## src/hdl/bpwb_pkg.sv

```systemverilog
`default_nettype none
package bpwb_pkg;

  // The bright set is one twentieth of the gathered pixels.
  localparam int unsigned BrightDiv = 20;
  localparam int unsigned BrightRemW = 5;

  typedef enum logic [1:0] {
    CMD_GATHER,
    CMD_GATHER_LAST,
    CMD_CORRECT
  } cmd_kind_e;

  typedef struct packed {
    logic       operation;
    logic [7:0] pixel_blue;
    logic [7:0] pixel_green;
    logic [7:0] pixel_red;
    logic       frame_end;
  } pixel_t;

  typedef struct packed {
    logic [7:0] out_blue;
    logic [7:0] out_green;
    logic [7:0] out_red;
  } result_t;

  typedef struct packed {
    cmd_kind_e  kind;
    logic [7:0] blue;
    logic [7:0] green;
    logic [7:0] red;
  } cmd_t;

endpackage
`default_nettype wire

```

## src/hdl/bpwb_front.sv

```systemverilog
`default_nettype none
module bpwb_front (
  input  wire              clk_i,
  input  wire              rst_ni,
  input  bpwb_pkg::pixel_t pixel_i,
  input  wire              push,
  output logic             full,
  output bpwb_pkg::cmd_t   cmd_o,
  output logic             cmd_empty_o,
  input  wire              cmd_pop_i
);

  bpwb_pkg::cmd_t entry_q [2];
  logic           wr_ptr_q, rd_ptr_q;
  logic [1:0]     cnt_q;
  logic           do_push, do_pop;
  bpwb_pkg::cmd_t cmd_new;

  assign full        = (cnt_q == 2'd2);
  assign cmd_empty_o = (cnt_q == 2'd0);
  assign do_push     = push && !full;
  assign do_pop      = cmd_pop_i && !cmd_empty_o;
  assign cmd_o       = entry_q[rd_ptr_q];

  always_comb begin
    cmd_new.blue  = pixel_i.pixel_blue;
    cmd_new.green = pixel_i.pixel_green;
    cmd_new.red   = pixel_i.pixel_red;
    if (pixel_i.operation) begin
      cmd_new.kind = bpwb_pkg::CMD_CORRECT;
    end else if (pixel_i.frame_end) begin
      cmd_new.kind = bpwb_pkg::CMD_GATHER_LAST;
    end else begin
      cmd_new.kind = bpwb_pkg::CMD_GATHER;
    end
  end

  always_ff @(posedge clk_i) begin
    if (do_push) begin
      entry_q[wr_ptr_q] <= cmd_new;
    end
  end

  always_ff @(posedge clk_i or negedge rst_ni) begin
    if (!rst_ni) begin
      wr_ptr_q <= 1'b0;
      rd_ptr_q <= 1'b0;
      cnt_q    <= 2'd0;
    end else begin
      if (do_push) wr_ptr_q <= !wr_ptr_q;
      if (do_pop)  rd_ptr_q <= !rd_ptr_q;
      if (do_push && !do_pop) begin
        cnt_q <= cnt_q + 2'd1;
      end else if (do_pop && !do_push) begin
        cnt_q <= cnt_q - 2'd1;
      end
    end
  end

endmodule
`default_nettype wire

```

## config.mk

```make
export PLATFORM = sky130hd
export DESIGN_NAME = bpwb_front
export DESIGN_NICKNAME = d
export VERILOG_FILES = /design/src/hdl/bpwb_pkg.sv /design/src/hdl/bpwb_front.sv
export SDC_FILE = /design/constraint.sdc
export NUM_CORES = 1
export LEC_CHECK = 0
export ABC_AREA = 1
export BUFFER_PORTS_ARGS = -buffer_cell sky130_fd_sc_hd__buf_2
export CAP_MARGIN = 20
export CORE_MARGIN = 5
export CORE_UTILIZATION = 51
export DETAILED_ROUTE_END_ITERATION = 8
export PLACE_DENSITY = 0.78
export RECOVER_POWER = 50
export SYNTH_ARGS = -nofsm -noshare
export SYNTH_HDL_FRONTEND = slang
export SYNTH_SLANG_ARGS = --single-unit
```

## constraint.sdc

```tcl
create_clock -name clk_i -period 3.25 [get_ports clk_i]
set_clock_uncertainty 0.2 [all_clocks]
set_input_delay 0.65 -clock clk_i [delete_from_list [all_inputs] [get_ports clk_i]]
set_output_delay 0.65 -clock clk_i [all_outputs]
set_load 0.02 [all_outputs]
```

==> results.md <==
Placed design:
- The count of input and output buffers is 57.
- The congestion estimate from routability-driven global placement came to 0.759.
- After detailed placement, the design holds a cell count of 274.
- The detailed placer's ending HPWL is 2.61 mm.

Worst hold path:
- The min-delay analysis places its worst path in the category reg2reg.
- In this run the most critical hold path is launched from wr_ptr_q$_DFFE_PN0P_.
- The worst hold path was traced through 2 stages.
- The sink of the worst hold path is wr_ptr_q$_DFFE_PN0P_.

Setup path:
- The kind of critical path is reg2out.
- The data arrival at the endpoint of the critical path is 1.70 ns.
- The worst register-to-register path begins at cnt_q[0]$_DFFE_PN0P_.
- The critical path goes through inv_4, nand2_1, nand2_1, buf_2.
- The largest individual stage delay along the critical path comes from the cell sky130_fd_sc_hd__dfrtp_1.
- Along the worst path, the maximum fanout reaches 27.
- At the worst endpoint, the required time is 2.40 ns.
- In this run the critical register-to-register path is captured at entry_q[1][4]$_DFFE_PP_.
- By instance count, the cell type seen most on the critical path is sky130_fd_sc_hd__nand2_1.
- The longest individual stage delay on the worst path is 0.80 ns.
- The endpoint class of the critical path is an output port.
- STA classifies the critical path startpoint as a flop.
- The worst register-to-register path has a depth of 3.
- In this run the register-to-register setup slack is 0.85 ns.

CTS:
- The clock-pin slew of the registers on the worst-case setup and hold paths is 0.09 ns.
- TritonCTS built the clock tree.
- The clock root buffer is sky130_fd_sc_hd__clkbuf_8.
- The later pin in the worst-skew pair is clocked with a latency of 0.30 ns.
- The number of levels the H-tree was split into is 2.
- The number of sinks on the clock net is 56.
- The largest buffer count on any clock path is 2.
- Counting the buffers created by CTS gives 5.

Global routing:
- The initial antenna violation count came to 0.
- The number of global-route vias before repair is 1290.
- The final global-route overflow total is 0.
- The pin count of the biggest net entering global routing is 28.
- The wire length of the first global-routing pass is 5.83 mm.
- The all-layer global routing usage is 0.147.

Synth:
- The per-instance average area after synthesis is 12.7 um^2.
- The number of nets in the synthesized netlist is 200.
- The number of distinct library cells after synthesis is 18.
- The total of flip-flops plus latches after synthesis is 56.
- The Yosys step of the flow raised 0 warnings.
- The cell area after synthesis is 2150 um^2.
- The register area share after synthesis is 0.774.
- The cell count after synthesis is 169.

STA:
- For this run, the top clock speed supported by timing is 392 MHz.
- Final hold analysis gives a worst-case slack of 0.288 ns.
- At the pin with the least slew margin, the transition time is 1.43 ns.
- Setup repair after global routing left no endpoint under its margin.
- The number of failing hold endpoints at the final stage came to 0.
- The max-slew violation total from the final report came to 0.
- The count of endpoints failing setup in the final report is 0.
- The worst slew margin relative to its limit is 0.0476.
- After layout, the minimum clock period comes to 2.55 ns.
- The setup total negative slack is 0 ns.
- The portion of the clock cycle consumed by the worst path in the final layout is 0.785.

Detailed routing:
- The number of nets with antenna violations after routing is 0.
- In the final routed layout, each cell accounts on average for 13.2 um.
- In the routed design, unresolved DRC markers number 0.
- After detailed routing, the total wire length is 3.73 mm.
- Using the TritonRoute via totals, the vias-per-cell ratio works out to 4.72.
- The number of design-rule violations left by the first detailed-router iteration is 56.
- Before antenna repair, the detailed router went through 4 iterations.
- The total number of vias is 1336.

Power:
- In this run the static leakage power is 1.12 nW.
- The largest voltage drop on the vdd net is 0.463 mV.
- Overall power consumption after layout is estimated at 0.00240 W.
- The ratio of total power to cell area is 931 nW/um^2.

Final layout:
- At the end of the flow, the number of nets in the layout was 263.
- The layout cell share with drive strength beyond 1 is 0.236.
- The antenna diode instance count is 0.
- The final cell count without fillers is 283.
- The area growth from synthesis to layout is 20.1%.
- The fraction of the core area covered by cells at the end of the flow is 0.639.

Floorplanning:
- In this run the standard cell core region covers 4030 um^2.
- The number of placement rows is 23.
- From left edge to right edge, the die measures 74.9 um.
- The initial core utilization is 0.533.
- The die area is 5600 um^2.
- Pin placement for this block handled 58 I/O pins.
- The die height is 74.9 um.

Job:
- The max-cap check violation count is 0.

Outcome:
- The flow ran to the end, and the final reports show no timing, DRC or antenna violations.
[report_power, final]
group / switching (W) / leakage [nW] / internal [W]
registers: 0.0000913 / 0.532 / 0.000989
clock network: 0.000213 / 0.0583 / 0.000232
logic: 0.000610 / 0.531 / 0.000264
total: 0.000914 / 1.12 / 0.00148
[flip-flops by register name, summed over array words and instances, names as in the netlist]
name and cells:
cnt_q 2, entry_q 52, rd_ptr_q 1, wr_ptr_q 1
[placed cells by master (no fill, tap or decap), drive strengths merged]
cell type    Yosys  final
buf              5     43
bufinv           0      1
clkbuf           0     22
clkinv           0      2
dfrtp            4      4
dlygate4sd3      0      1
edfxtp          52     52
ha               1      1
inv              9      9
nand2           87     87
nand3            1      1
nand3b           1      1
nand4            1      1
nor2             5      5
o21ai            2      2
xnor2            1      1
[cells in the mapped netlist]
library cell	n	area, um^2
sky130_fd_sc_hd__nand2_1	87	327
sky130_fd_sc_hd__edfxtp_1	52	1560
sky130_fd_sc_hd__nor2_4	1	11.3
sky130_fd_sc_hd__buf_6	2	22.5
sky130_fd_sc_hd__nor2_1	3	11.3
sky130_fd_sc_hd__nand4_1	1	6.26
sky130_fd_sc_hd__dfrtp_1	4	100
sky130_fd_sc_hd__ha_1	1	12.5
sky130_fd_sc_hd__inv_4	1	6.26
sky130_fd_sc_hd__buf_2	1	5.00
sky130_fd_sc_hd__xnor2_1	1	8.76
sky130_fd_sc_hd__nand3b_1	1	7.51
sky130_fd_sc_hd__inv_1	7	26.3
sky130_fd_sc_hd__nand3_1	1	5.00
sky130_fd_sc_hd__nor2_2	1	6.26
sky130_fd_sc_hd__inv_2	1	3.75
sky130_fd_sc_hd__buf_4	2	15.0
sky130_fd_sc_hd__o21ai_1	2	10.0
[per-stage QoR]
step	setup WS [ns]	instance area, um^2
floorplan	0.808	2150
CTS	0.664	2600
global route	0.476	2580
global placement	1.05	2480
detailed placement	1.02	2480
finish	0.697	2580
[critical path: cells and delay by family, from the launching register on]
family / cells / cell delay [ns]
DFF: 1 / 0.80
buffers and inverters: 2 / 0.41
and+or+nand+nor: 2 / 0.19
[final cells by class]
cell class	instances	area, um^2
sequential	56	1660
clock inverter	3	47.5
inverter	9	36.3
tap	50	62.6
fill	320	1450
timing repair buffer	61	294
clock buffer	5	68.8
multi-input combinational	99	405
[kinds of logic (layout without fill, tap and decap cells)]
group                      count (synthesis)  count (layout)  synth area share
and+or+nand+nor                           95              95             0.174
DFF                                       56              56             0.774
buffers and inverters                     14              78            0.0367
AOI/OAI and AO/OA                          2               2           0.00466
adders and majority gates                  1               1           0.00583
xor gates and xnor gates                   1               1           0.00408
[worst max path at each step]
stage	startpoint	slack, ns	cells past startpoint	end
after floorplan	push	0.81	2	entry_q[1][0]$_DFFE_PP_
after global placement	rd_ptr_q$_DFFE_PN0P_	1.05	4	cmd_o[3]
after detailed placement	rd_ptr_q$_DFFE_PN0P_	1.02	4	cmd_o[11]
after CTS	rd_ptr_q$_DFFE_PN0P_	0.66	4	cmd_o[11]
after global routing	rd_ptr_q$_DFFE_PN0P_	0.48	4	cmd_o[0]
final	rd_ptr_q$_DFFE_PN0P_	0.70	4	cmd_o[11]
[metal layers]
metal	track usage	wire, um	up-vias
met5	0	0	-
met4	0.0593	76	0
li1	-	-	681
met1	0.182	1490	592
met3	0.0561	338	9
met2	0.232	1830	54
[timing repair]
item	in CTS	in global routing
buffers inserted	0	0
resized for setup	0	0
hold buffers	1	0
hold endpoints to repair	4	0
Power figures use the tool's default switching activity.
