## config.mk

```make
export PLATFORM = sky130hd
export DESIGN_NAME = bpwb_div
export DESIGN_NICKNAME = d
export VERILOG_FILES = /design/src/hdl/bpwb_div.sv
export SDC_FILE = /design/constraint.sdc
export NUM_CORES = 1
export LEC_CHECK = 0
export BUFFER_PORTS_ARGS = -buffer_cell sky130_fd_sc_hd__buf_2
export CAP_MARGIN = 20
export CORE_ASPECT_RATIO = 0.6
export CORE_MARGIN = 2
export CORE_UTILIZATION = 55
export CTS_BUF_LIST = sky130_fd_sc_hd__clkbuf_8
export DETAILED_ROUTE_END_ITERATION = 8
export PLACE_DENSITY = 0.81
export SLEW_MARGIN = 20
export SYNTH_ARGS = -nofsm -noshare
export SYNTH_HDL_FRONTEND = slang
export SYNTH_SLANG_ARGS = --single-unit
```

## constraint.sdc

```tcl
create_clock -name clk_i -period 4.25 [get_ports clk_i]
set_input_delay 1.0625 -clock clk_i [delete_from_list [all_inputs] [get_ports clk_i]]
set_output_delay 1.0625 -clock clk_i [all_outputs]
set_load 0.005 [all_outputs]
```

## src/hdl/bpwb_div.sv

```systemverilog
`default_nettype none
module bpwb_div #(
  parameter int unsigned NumW = 54,
  parameter int unsigned DenW = 30
) (
  input  wire             clk_i,
  input  wire             rst_ni,
  input  wire             start_i,
  input  wire  [NumW-1:0] num_i,
  input  wire  [DenW-1:0] den_i,
  output logic            done_o,
  output logic [NumW-1:0] quo_o
);

  localparam int unsigned CntW = $clog2(NumW + 1);

  logic [DenW-1:0] den_q, rem_q;
  logic [NumW-1:0] quo_q;
  logic [CntW-1:0] cnt_q;
  logic            busy_q;
  logic [DenW:0]   shifted, diff;
  logic            fits;

  assign shifted = {rem_q, quo_q[NumW-1]};
  assign diff    = shifted - {1'b0, den_q};
  assign fits    = (shifted >= {1'b0, den_q});
  assign quo_o   = quo_q;

  always_ff @(posedge clk_i or negedge rst_ni) begin
    if (!rst_ni) begin
      busy_q <= 1'b0;
      done_o <= 1'b0;
      cnt_q  <= '0;
    end else begin
      done_o <= 1'b0;
      if (start_i) begin
        busy_q <= 1'b1;
        cnt_q  <= CntW'(NumW);
      end else if (busy_q) begin
        cnt_q <= cnt_q - CntW'(1);
        if (cnt_q == CntW'(1)) begin
          busy_q <= 1'b0;
          done_o <= 1'b1;
        end
      end
    end
  end

  // Restoring division, one quotient bit per cycle.
  always_ff @(posedge clk_i) begin
    if (start_i) begin
      den_q <= den_i;
      rem_q <= '0;
      quo_q <= num_i;
    end else if (busy_q) begin
      rem_q <= fits ? diff[DenW-1:0] : shifted[DenW-1:0];
      quo_q <= {quo_q[NumW-2:0], fits};
    end
  end

endmodule
`default_nettype wire

```

==> metrics.cfg, run 1 <==
[status]
status=complete, no violations

[clock_network]
cts_max_level=4
clock_path_buffers=2
clockRootBuffer=clkbuf_8
postCtsSetupBuffers=0
clock_sinks=122
cts_resized=0
cts.clk_slew.worst_paths_ps=80
ctsHoldBuffers=0
cts_tree=yes
cts_buffers=17
insertion_delay_ps=440

[yosys]
synth_area_um2=6530
async_reset_ff_share_pct=6.557
yosysSeqAreaShare_pct=50.89
synth_cell_types=59
syn_inst=587
synth_nets=708
ys.flop_type=edfxtp_1
yosysWarningCount=0
ys_seq_elements=122
synth_edf_count=84
syn-mean-instance-area_um2=11.12

[timing]
period_share_pct=73.80
skew_ps=14.19
hold_viol=0
setup_violations=0
final.setup.tns_ps=0
finalWorstSetupSlack_ps=1113
holdWs_ps=457.0
rsz0062_at_grt=false
worstMarginPinSlew_ps=727.9
relSlewSlack_pct=50.85
fmax_mhz=318.8
fin_crit_ps=3137
drv_slew=0

[placement]
routabilityCongestion=0.8955
place_ws_ps=1168
hpwl_mm=10.25
io_buffers=141
dp.cells=865

[global_routing]
grt_pass1_vias=4536
antenna_found_initial=0
grt.total_usage_pct=21.76
grt_max_degree=67
grt_overflow_total=0
grt_pass1_wl_mm=21.60

[power_and_ir_drop]
p_int_w=0.002771
p_leak_nw=3.472
combPwrFrac_pct=36.4
vdd_drop_max_mv=0.2860
switching_power_w=0.001509
p_seq_share_pct=37.7
swShare_pct=35.27
clkPwrFrac_pct=25.9
power_density_nw_per_um2=549.8

[critical_path]
max_stage_delay_ps=470
end_kind=register
timing.rr.start=den_q[8]$_DFFE_PP_
arrival_ps=3420
cp-start-kind=register
critPathMaxFanout=23
cp-startpoint=den_q[8]$_DFFE_PP_
crit_buf_inv=2
required_ps=4540
crit_path_cell_trace=inv_1 > ha_1 > a21o_1 > a31oi_1 > a2bb2oi_1 > o31a_1 > a211oi_2 > nor2_4 > buf_4 > mux2i_1 > a211oi_1
critPathKind=register to register
ff2ff_path_depth=11
crit_family=compound AO/OA/AOI/OAI gates
r2r-end=rem_q[16]$_SDFFE_PP0P_
rrSetupSlack_ps=1110
cpMaxStageDelayCell=nor2_4

[route]
viasPerCell=5.428
routed_wl_mm=14.19
drtIter0Drc=399
vias=4869
drc=0
wl_per_cell_um=15.82
drt-pass1-iter-count=5
ant_nets=0

[min_path]
hold_path.class=input pin to asynchronous set/reset pin

[job]
max_cap_viol_count=0

[die]
rows=30
ios=142
die_x_um=144.7
die-area_um2=12790
core_area_um2=11450
fp.dieH_um=88.40
start_util_pct=57.04

[layout]
final_nets=845
syn_to_final_growth_pct=19.22
final_layout_size_suffix_gt1_share_pct=33.11
stdcell_count=897
diodes=0
fin_util_pct=68.00

[sequential cells by signal (all words and copies together), names as in the netlist]
signal  cells
quo_o      54
done_o      1
cnt_q       6
busy_q      1
den_q      30
rem_q      30
[worst reg2reg max path: cells and delay by family, from the launching register on]
kind                       cells  cell delay, ps
AOI/OAI and AO/OA              6            1220
and+or+nand+nor                1             470
buffers and inverters          2             380
adders and majority gates      1             350
DFF                            1             340
muxes                          1             220
[worst max-delay path by stage]
stage                                         to  slack (ps)  cells after the start
after floorplan               quo_o[0]$_DFFE_PP_         920                      5
final                     rem_q[16]$_SDFFE_PP0P_        1110                     11
after global routing      rem_q[24]$_SDFFE_PP0P_         870                     12
after CTS                 rem_q[24]$_SDFFE_PP0P_        1150                     12
after detailed placement  rem_q[24]$_SDFFE_PP0P_        1170                     12
after global placement    rem_q[21]$_SDFFE_PP0P_        1220                     11
[per-stage QoR]
| step | power, W | cell area, um2 |
|---|---|---|
| floorplan | 0.002804 | 6530 |
| global placement | 0.003107 | 7360 |
| detailed placement | 0.003156 | 7360 |
| CTS | 0.004279 | 7785 |
| global route | 0.004532 | 7785 |
| finish | 0.004280 | 7785 |
[synthesized netlist by cell type, drive strengths merged (2+ instances only)]
cell type	instances	area share, %
xor2	16	2.1
dfrtp	8	3.1
nor4	3	0.38
mux2	55	9.5
ha	33	6.3
nor3	7	0.69
inv	42	2.4
xnor2	15	2.0
buf	13	1.1
a311o	2	0.31
edfxtp	84	39
a221oi	2	0.27
o211ai	3	0.34
a31oi	5	0.48
dfxtp	30	9.2
nand3	3	0.23
a21o	11	1.3
nand2	23	1.3
and2	2	0.19
clkbuf	16	0.94
nand3b	2	0.23
a21oi	48	3.7
and3	6	0.57
nor2	62	3.6
o21ai	10	0.77
or3	2	0.19
o21a	4	0.46
or2	2	0.19
o21bai	7	0.80
nand2b	7	0.67
a211oi	25	3.0
nand4	5	0.48
nor3b	2	0.23
nor2b	6	0.57
mux2i	11	1.7
[cell type report]
class / instances / area, um2
clock inverter: 15 / 191.4
multi-input combinational: 394 / 2924
clock buffer: 17 / 234.0
timing repair buffer: 147 / 753.2
tap: 160 / 200.2
fill: 840 / 3664
inverter: 42 / 157.7
sequential: 122 / 3324
[cell families (layout without fill, tap and decap cells)]
logic type,Yosys count,count (layout),synth area share (%)
flops,122,122,50.89
mux,66,66,11.17
xor+xnor,31,31,4.158
fa+ha+maj,34,34,6.630
compound gates,128,128,12.76
simple gates,135,135,9.983
buf+inv,71,221,4.407
[metal layers]
layer / wire length, um / vias to the layer above / GRT usage (%) / part of all wire, %
li1: - / 2414 / - / -
met1: 6958 / 2307 / 31.44 / 49
met2: 6462 / 124 / 33.13 / 46
met3: 561 / 24 / 4.383 / 4.0
met4: 206 / 0 / 7.414 / 1.5
met5: 0 / - / 0 / 0
[layout by cell type, fill, tap and decap left out, types with 11 or more instances in the layout]
master and instances:
inv_1 42, a21oi_1 48, nand2_1 23, mux2_2 55, a21o_1 11, xnor2_1 15
mux2i_1 11, clkbuf_8 17, xor2_1 16, dfxtp_1 30, nor2_1 61, ha_1 33
edfxtp_1 84, a211oi_1 24, buf_2 140
[power groups by stage]
stage               combinational [W]  sequential (W)  clock, W
CTS                           0.00155         0.00161   0.00112
finish                        0.00156         0.00161   0.00111
global route                  0.00173         0.00163   0.00117
detailed placement            0.00152         0.00163         0
global placement              0.00149         0.00162         0
floorplan                     0.00120         0.00161         0
Power figures use the tool's default switching activity.
==> run 2, diff against run 1 <==
ABC_AREA = 1   (was not set)
CORE_UTILIZATION = 52   (was 55)
PLACE_DENSITY = 0.79   (was 0.81)
clock period = 2.6 ns   (was 4.25 ns; I/O delays follow)
==> metrics.cfg, run 2 <==
[critical_path]
max_stage_delay_ps=350  ; -120 ps
path_common_cell=nand2_1
cp-start-kind=register
crit_path_cell_trace=inv_1 > ha_1 > nand2_1 > nor2_1 > nand2_1 > clkinv_1 > nand2_2 > nand2_2 > nand2_1 > nand3_2 > buf_12 > nor2_1 > nor2_1 > nand2_1 > nand2_1
arrival_ps=2850  ; -570 ps
crit_buf_inv=3  ; +1
required_ps=2980  ; -1560 ps
end_kind=register
critPathMaxFanout=27  ; +17%
cp-startpoint=den_q[13]$_DFFE_PP_
cpMaxStageDelayCell=edfxtp_1
critPathKind=register to register
timing.rr.start=den_q[13]$_DFFE_PP_
crit_family=simple AND/OR/NAND/NOR gates

[global_routing]
grt.total_usage_pct=26.07  ; +4.3 points
antenna_found_initial=0  ; unchanged
grt_overflow_total=0  ; unchanged
grt_pass1_vias=6193  ; +37%
grt_pass1_wl_mm=30.31  ; +40%
grt_max_degree=87  ; +30%

[yosys]
synth_top_family_by_area=simple AND/OR/NAND/NOR gates
ys_top_cells_by_area=edfxtp_1 34%, nand2_1 21%, dfxtp_1 8.1%
syn-mean-instance-area_um2=7.358  ; -34%
synth_compound_area_share_pct=3.824  ; -8.9 points
synth_nets=1126  ; +59%
yosysSeqAreaShare_pct=44.94  ; -6.0 points
muxShareOfSynthArea_pct=0  ; -11 points
synthTopCellsByCount=420 x nand2_1, 141 x inv_1, 84 x edfxtp_1, 76 x nor2_1, 63 x nand3_1
yosysMostFrequentCell=nand2_1
ys_seq_elements=122  ; unchanged
synth-simple-area-share_pct=34.21  ; +24 points
yosysTopAreaCell=edfxtp_1
ys.flop_type=edfxtp_1
yosys.area_share.adder_pct=5.854  ; -0.78 points
synth_edf_count=84  ; unchanged
synth_area_um2=7395  ; +13%
synth_top_area_share_pct=34.11  ; -4.5 points
synth-xor-area-share_pct=1.658  ; -2.5 points
async_reset_ff_share_pct=6.557  ; unchanged
syn_inst=1005  ; +71%
yosysWarningCount=0  ; unchanged
synth_cell_types=38  ; -36%

[route]
drt-pass1-iter-count=6  ; +1
routed_wl_mm=19.26  ; +36%
vias=6854  ; +41%
ant_nets=0  ; unchanged
viasPerCell=5.051  ; -6.9%
drtIter0Drc=584  ; +46%
drc=0  ; unchanged
wl_per_cell_um=14.20  ; -10%

[layout]
largest_reg_flops=54  ; unchanged
final_cell_mix=420 x nand2_1, 141 x inv_1, 140 x buf_2, 84 x edfxtp_1, 76 x nor2_1
final_nets=1273  ; +51%
final_layout_size_suffix_gt1_share_pct=18.71  ; -14 points
seqCellArea_um2=3323  ; about the same
diodes=0  ; unchanged
fillers=1273  ; +52%
final_common_cell=nand2_1
syn_to_final_growth_pct=18.21
multi_input_comb_area_um2=3368  ; +15%
stdcell_count=1357  ; +51%

[clock_network]
insertion_delay_ps=450  ; about the same
cts.clk_slew.worst_paths_ps=90  ; about the same
cts_buffers=17  ; unchanged
clockRootBuffer=clkbuf_8
cts_tree=yes
clock_sinks=122  ; unchanged
cts_max_level=4  ; unchanged
ctsHoldBuffers=0  ; unchanged
cts_resized=0  ; unchanged
clock_path_buffers=2  ; unchanged
postCtsSetupBuffers=0  ; unchanged

[timing]
worstMarginPinSlew_ps=591.4  ; -136.5 ps
final.setup.tns_ps=0  ; unchanged
fin_crit_ps=2467  ; -669.4 ps
skew_ps=17.14  ; +2.953 ps
fmax_mhz=405.3  ; +27%
rsz0062_at_grt=false
period_share_pct=94.89  ; +21 points
drv_slew=0  ; unchanged
relSlewSlack_pct=60.33  ; +9.5 points
setup_violations=0  ; unchanged
hold_viol=0  ; unchanged
finalWorstSetupSlack_ps=132.8  ; -980.6 ps

[die]
die-area_um2=15220  ; +19%
fp.dieH_um=96.37  ; +9.0%
die_x_um=158.0  ; +9.2%
rows=33  ; +10%
core_area_um2=13790  ; +20%
start_util_pct=53.62  ; -3.4 points
ios=142  ; unchanged

[status]
status=complete, no violations

[placement]
dp.cells=1325  ; +53%
routabilityCongestion=1.055  ; +18%
io_buffers=141  ; unchanged
hpwl_mm=14.36  ; +40%
place_ws_ps=322.9  ; -845.5 ps

[power_and_ir_drop]
vdd_drop_max_mv=0.4600  ; +61%
power_density_nw_per_um2=961.3  ; +75%
p_leak_nw=4.692  ; +35%
p_total_w=0.008403  ; +96%

[min_path]
hold_path.class=input pin to asynchronous set/reset pin

[job]
max_cap_viol_count=0  ; unchanged

run 2: power breakdown:
group | internal (W) | switching, W
clock network | 0.000872 | 0.000873
logic | 0.00141 | 0.00259
registers | 0.00244 | 0.000219
total | 0.00472 | 0.00368
run 2: kinds of logic (layout without fill, tap and decap cells):
kind of cell	after synthesis	after routing
buffers and inverters	176	336
adders and majority gates	34	34
xor gates and xnor gates	14	14
AOI/OAI and AO/OA	51	51
and+or+nand+nor	608	608
DFF	122	122
run 2: final cells by class:
cell class	count	share of cell area, %
tap	192	2.748
clock inverter	15	1.875
inverter	152	6.527
sequential	122	38.02
clock buffer	17	2.677
multi-input combinational	707	38.53
timing repair buffer	152	9.619
run 2: stage by stage:
stage	cell area (um2)	utilization [%]	hold slack (ps)
after floorplan	7396	-	354.4
after global placement	8343	60.50	462.6
after detailed placement	8343	60.50	465.1
after CTS	8741	63.38	13.01
after global routing	8741	63.38	18.66
final	8741	63.38	26.04
run 2: routing by layer:
metal  wire length, um  track usage (%)
met1              8955            38.12
met2              7621            36.34
met3              2467            9.367
met4               219            7.057
met5                 0                0
run 2: final timing paths:
path	endpoint	slack, ps	cells past startpoint
min reg2reg	rem_q[17]$_SDFFE_PP0P_	470	2
min in group clk_i	den_q[3]$_DFFE_PP_	380	1
max	rem_q[19]$_SDFFE_PP0P_	130	15
max reg2reg	rem_q[19]$_SDFFE_PP0P_	130	15
max in group asynchronous	cnt_q[3]$_DFFE_PN0P_	2400	1
min	busy_q$_DFF_PN0_	30	1
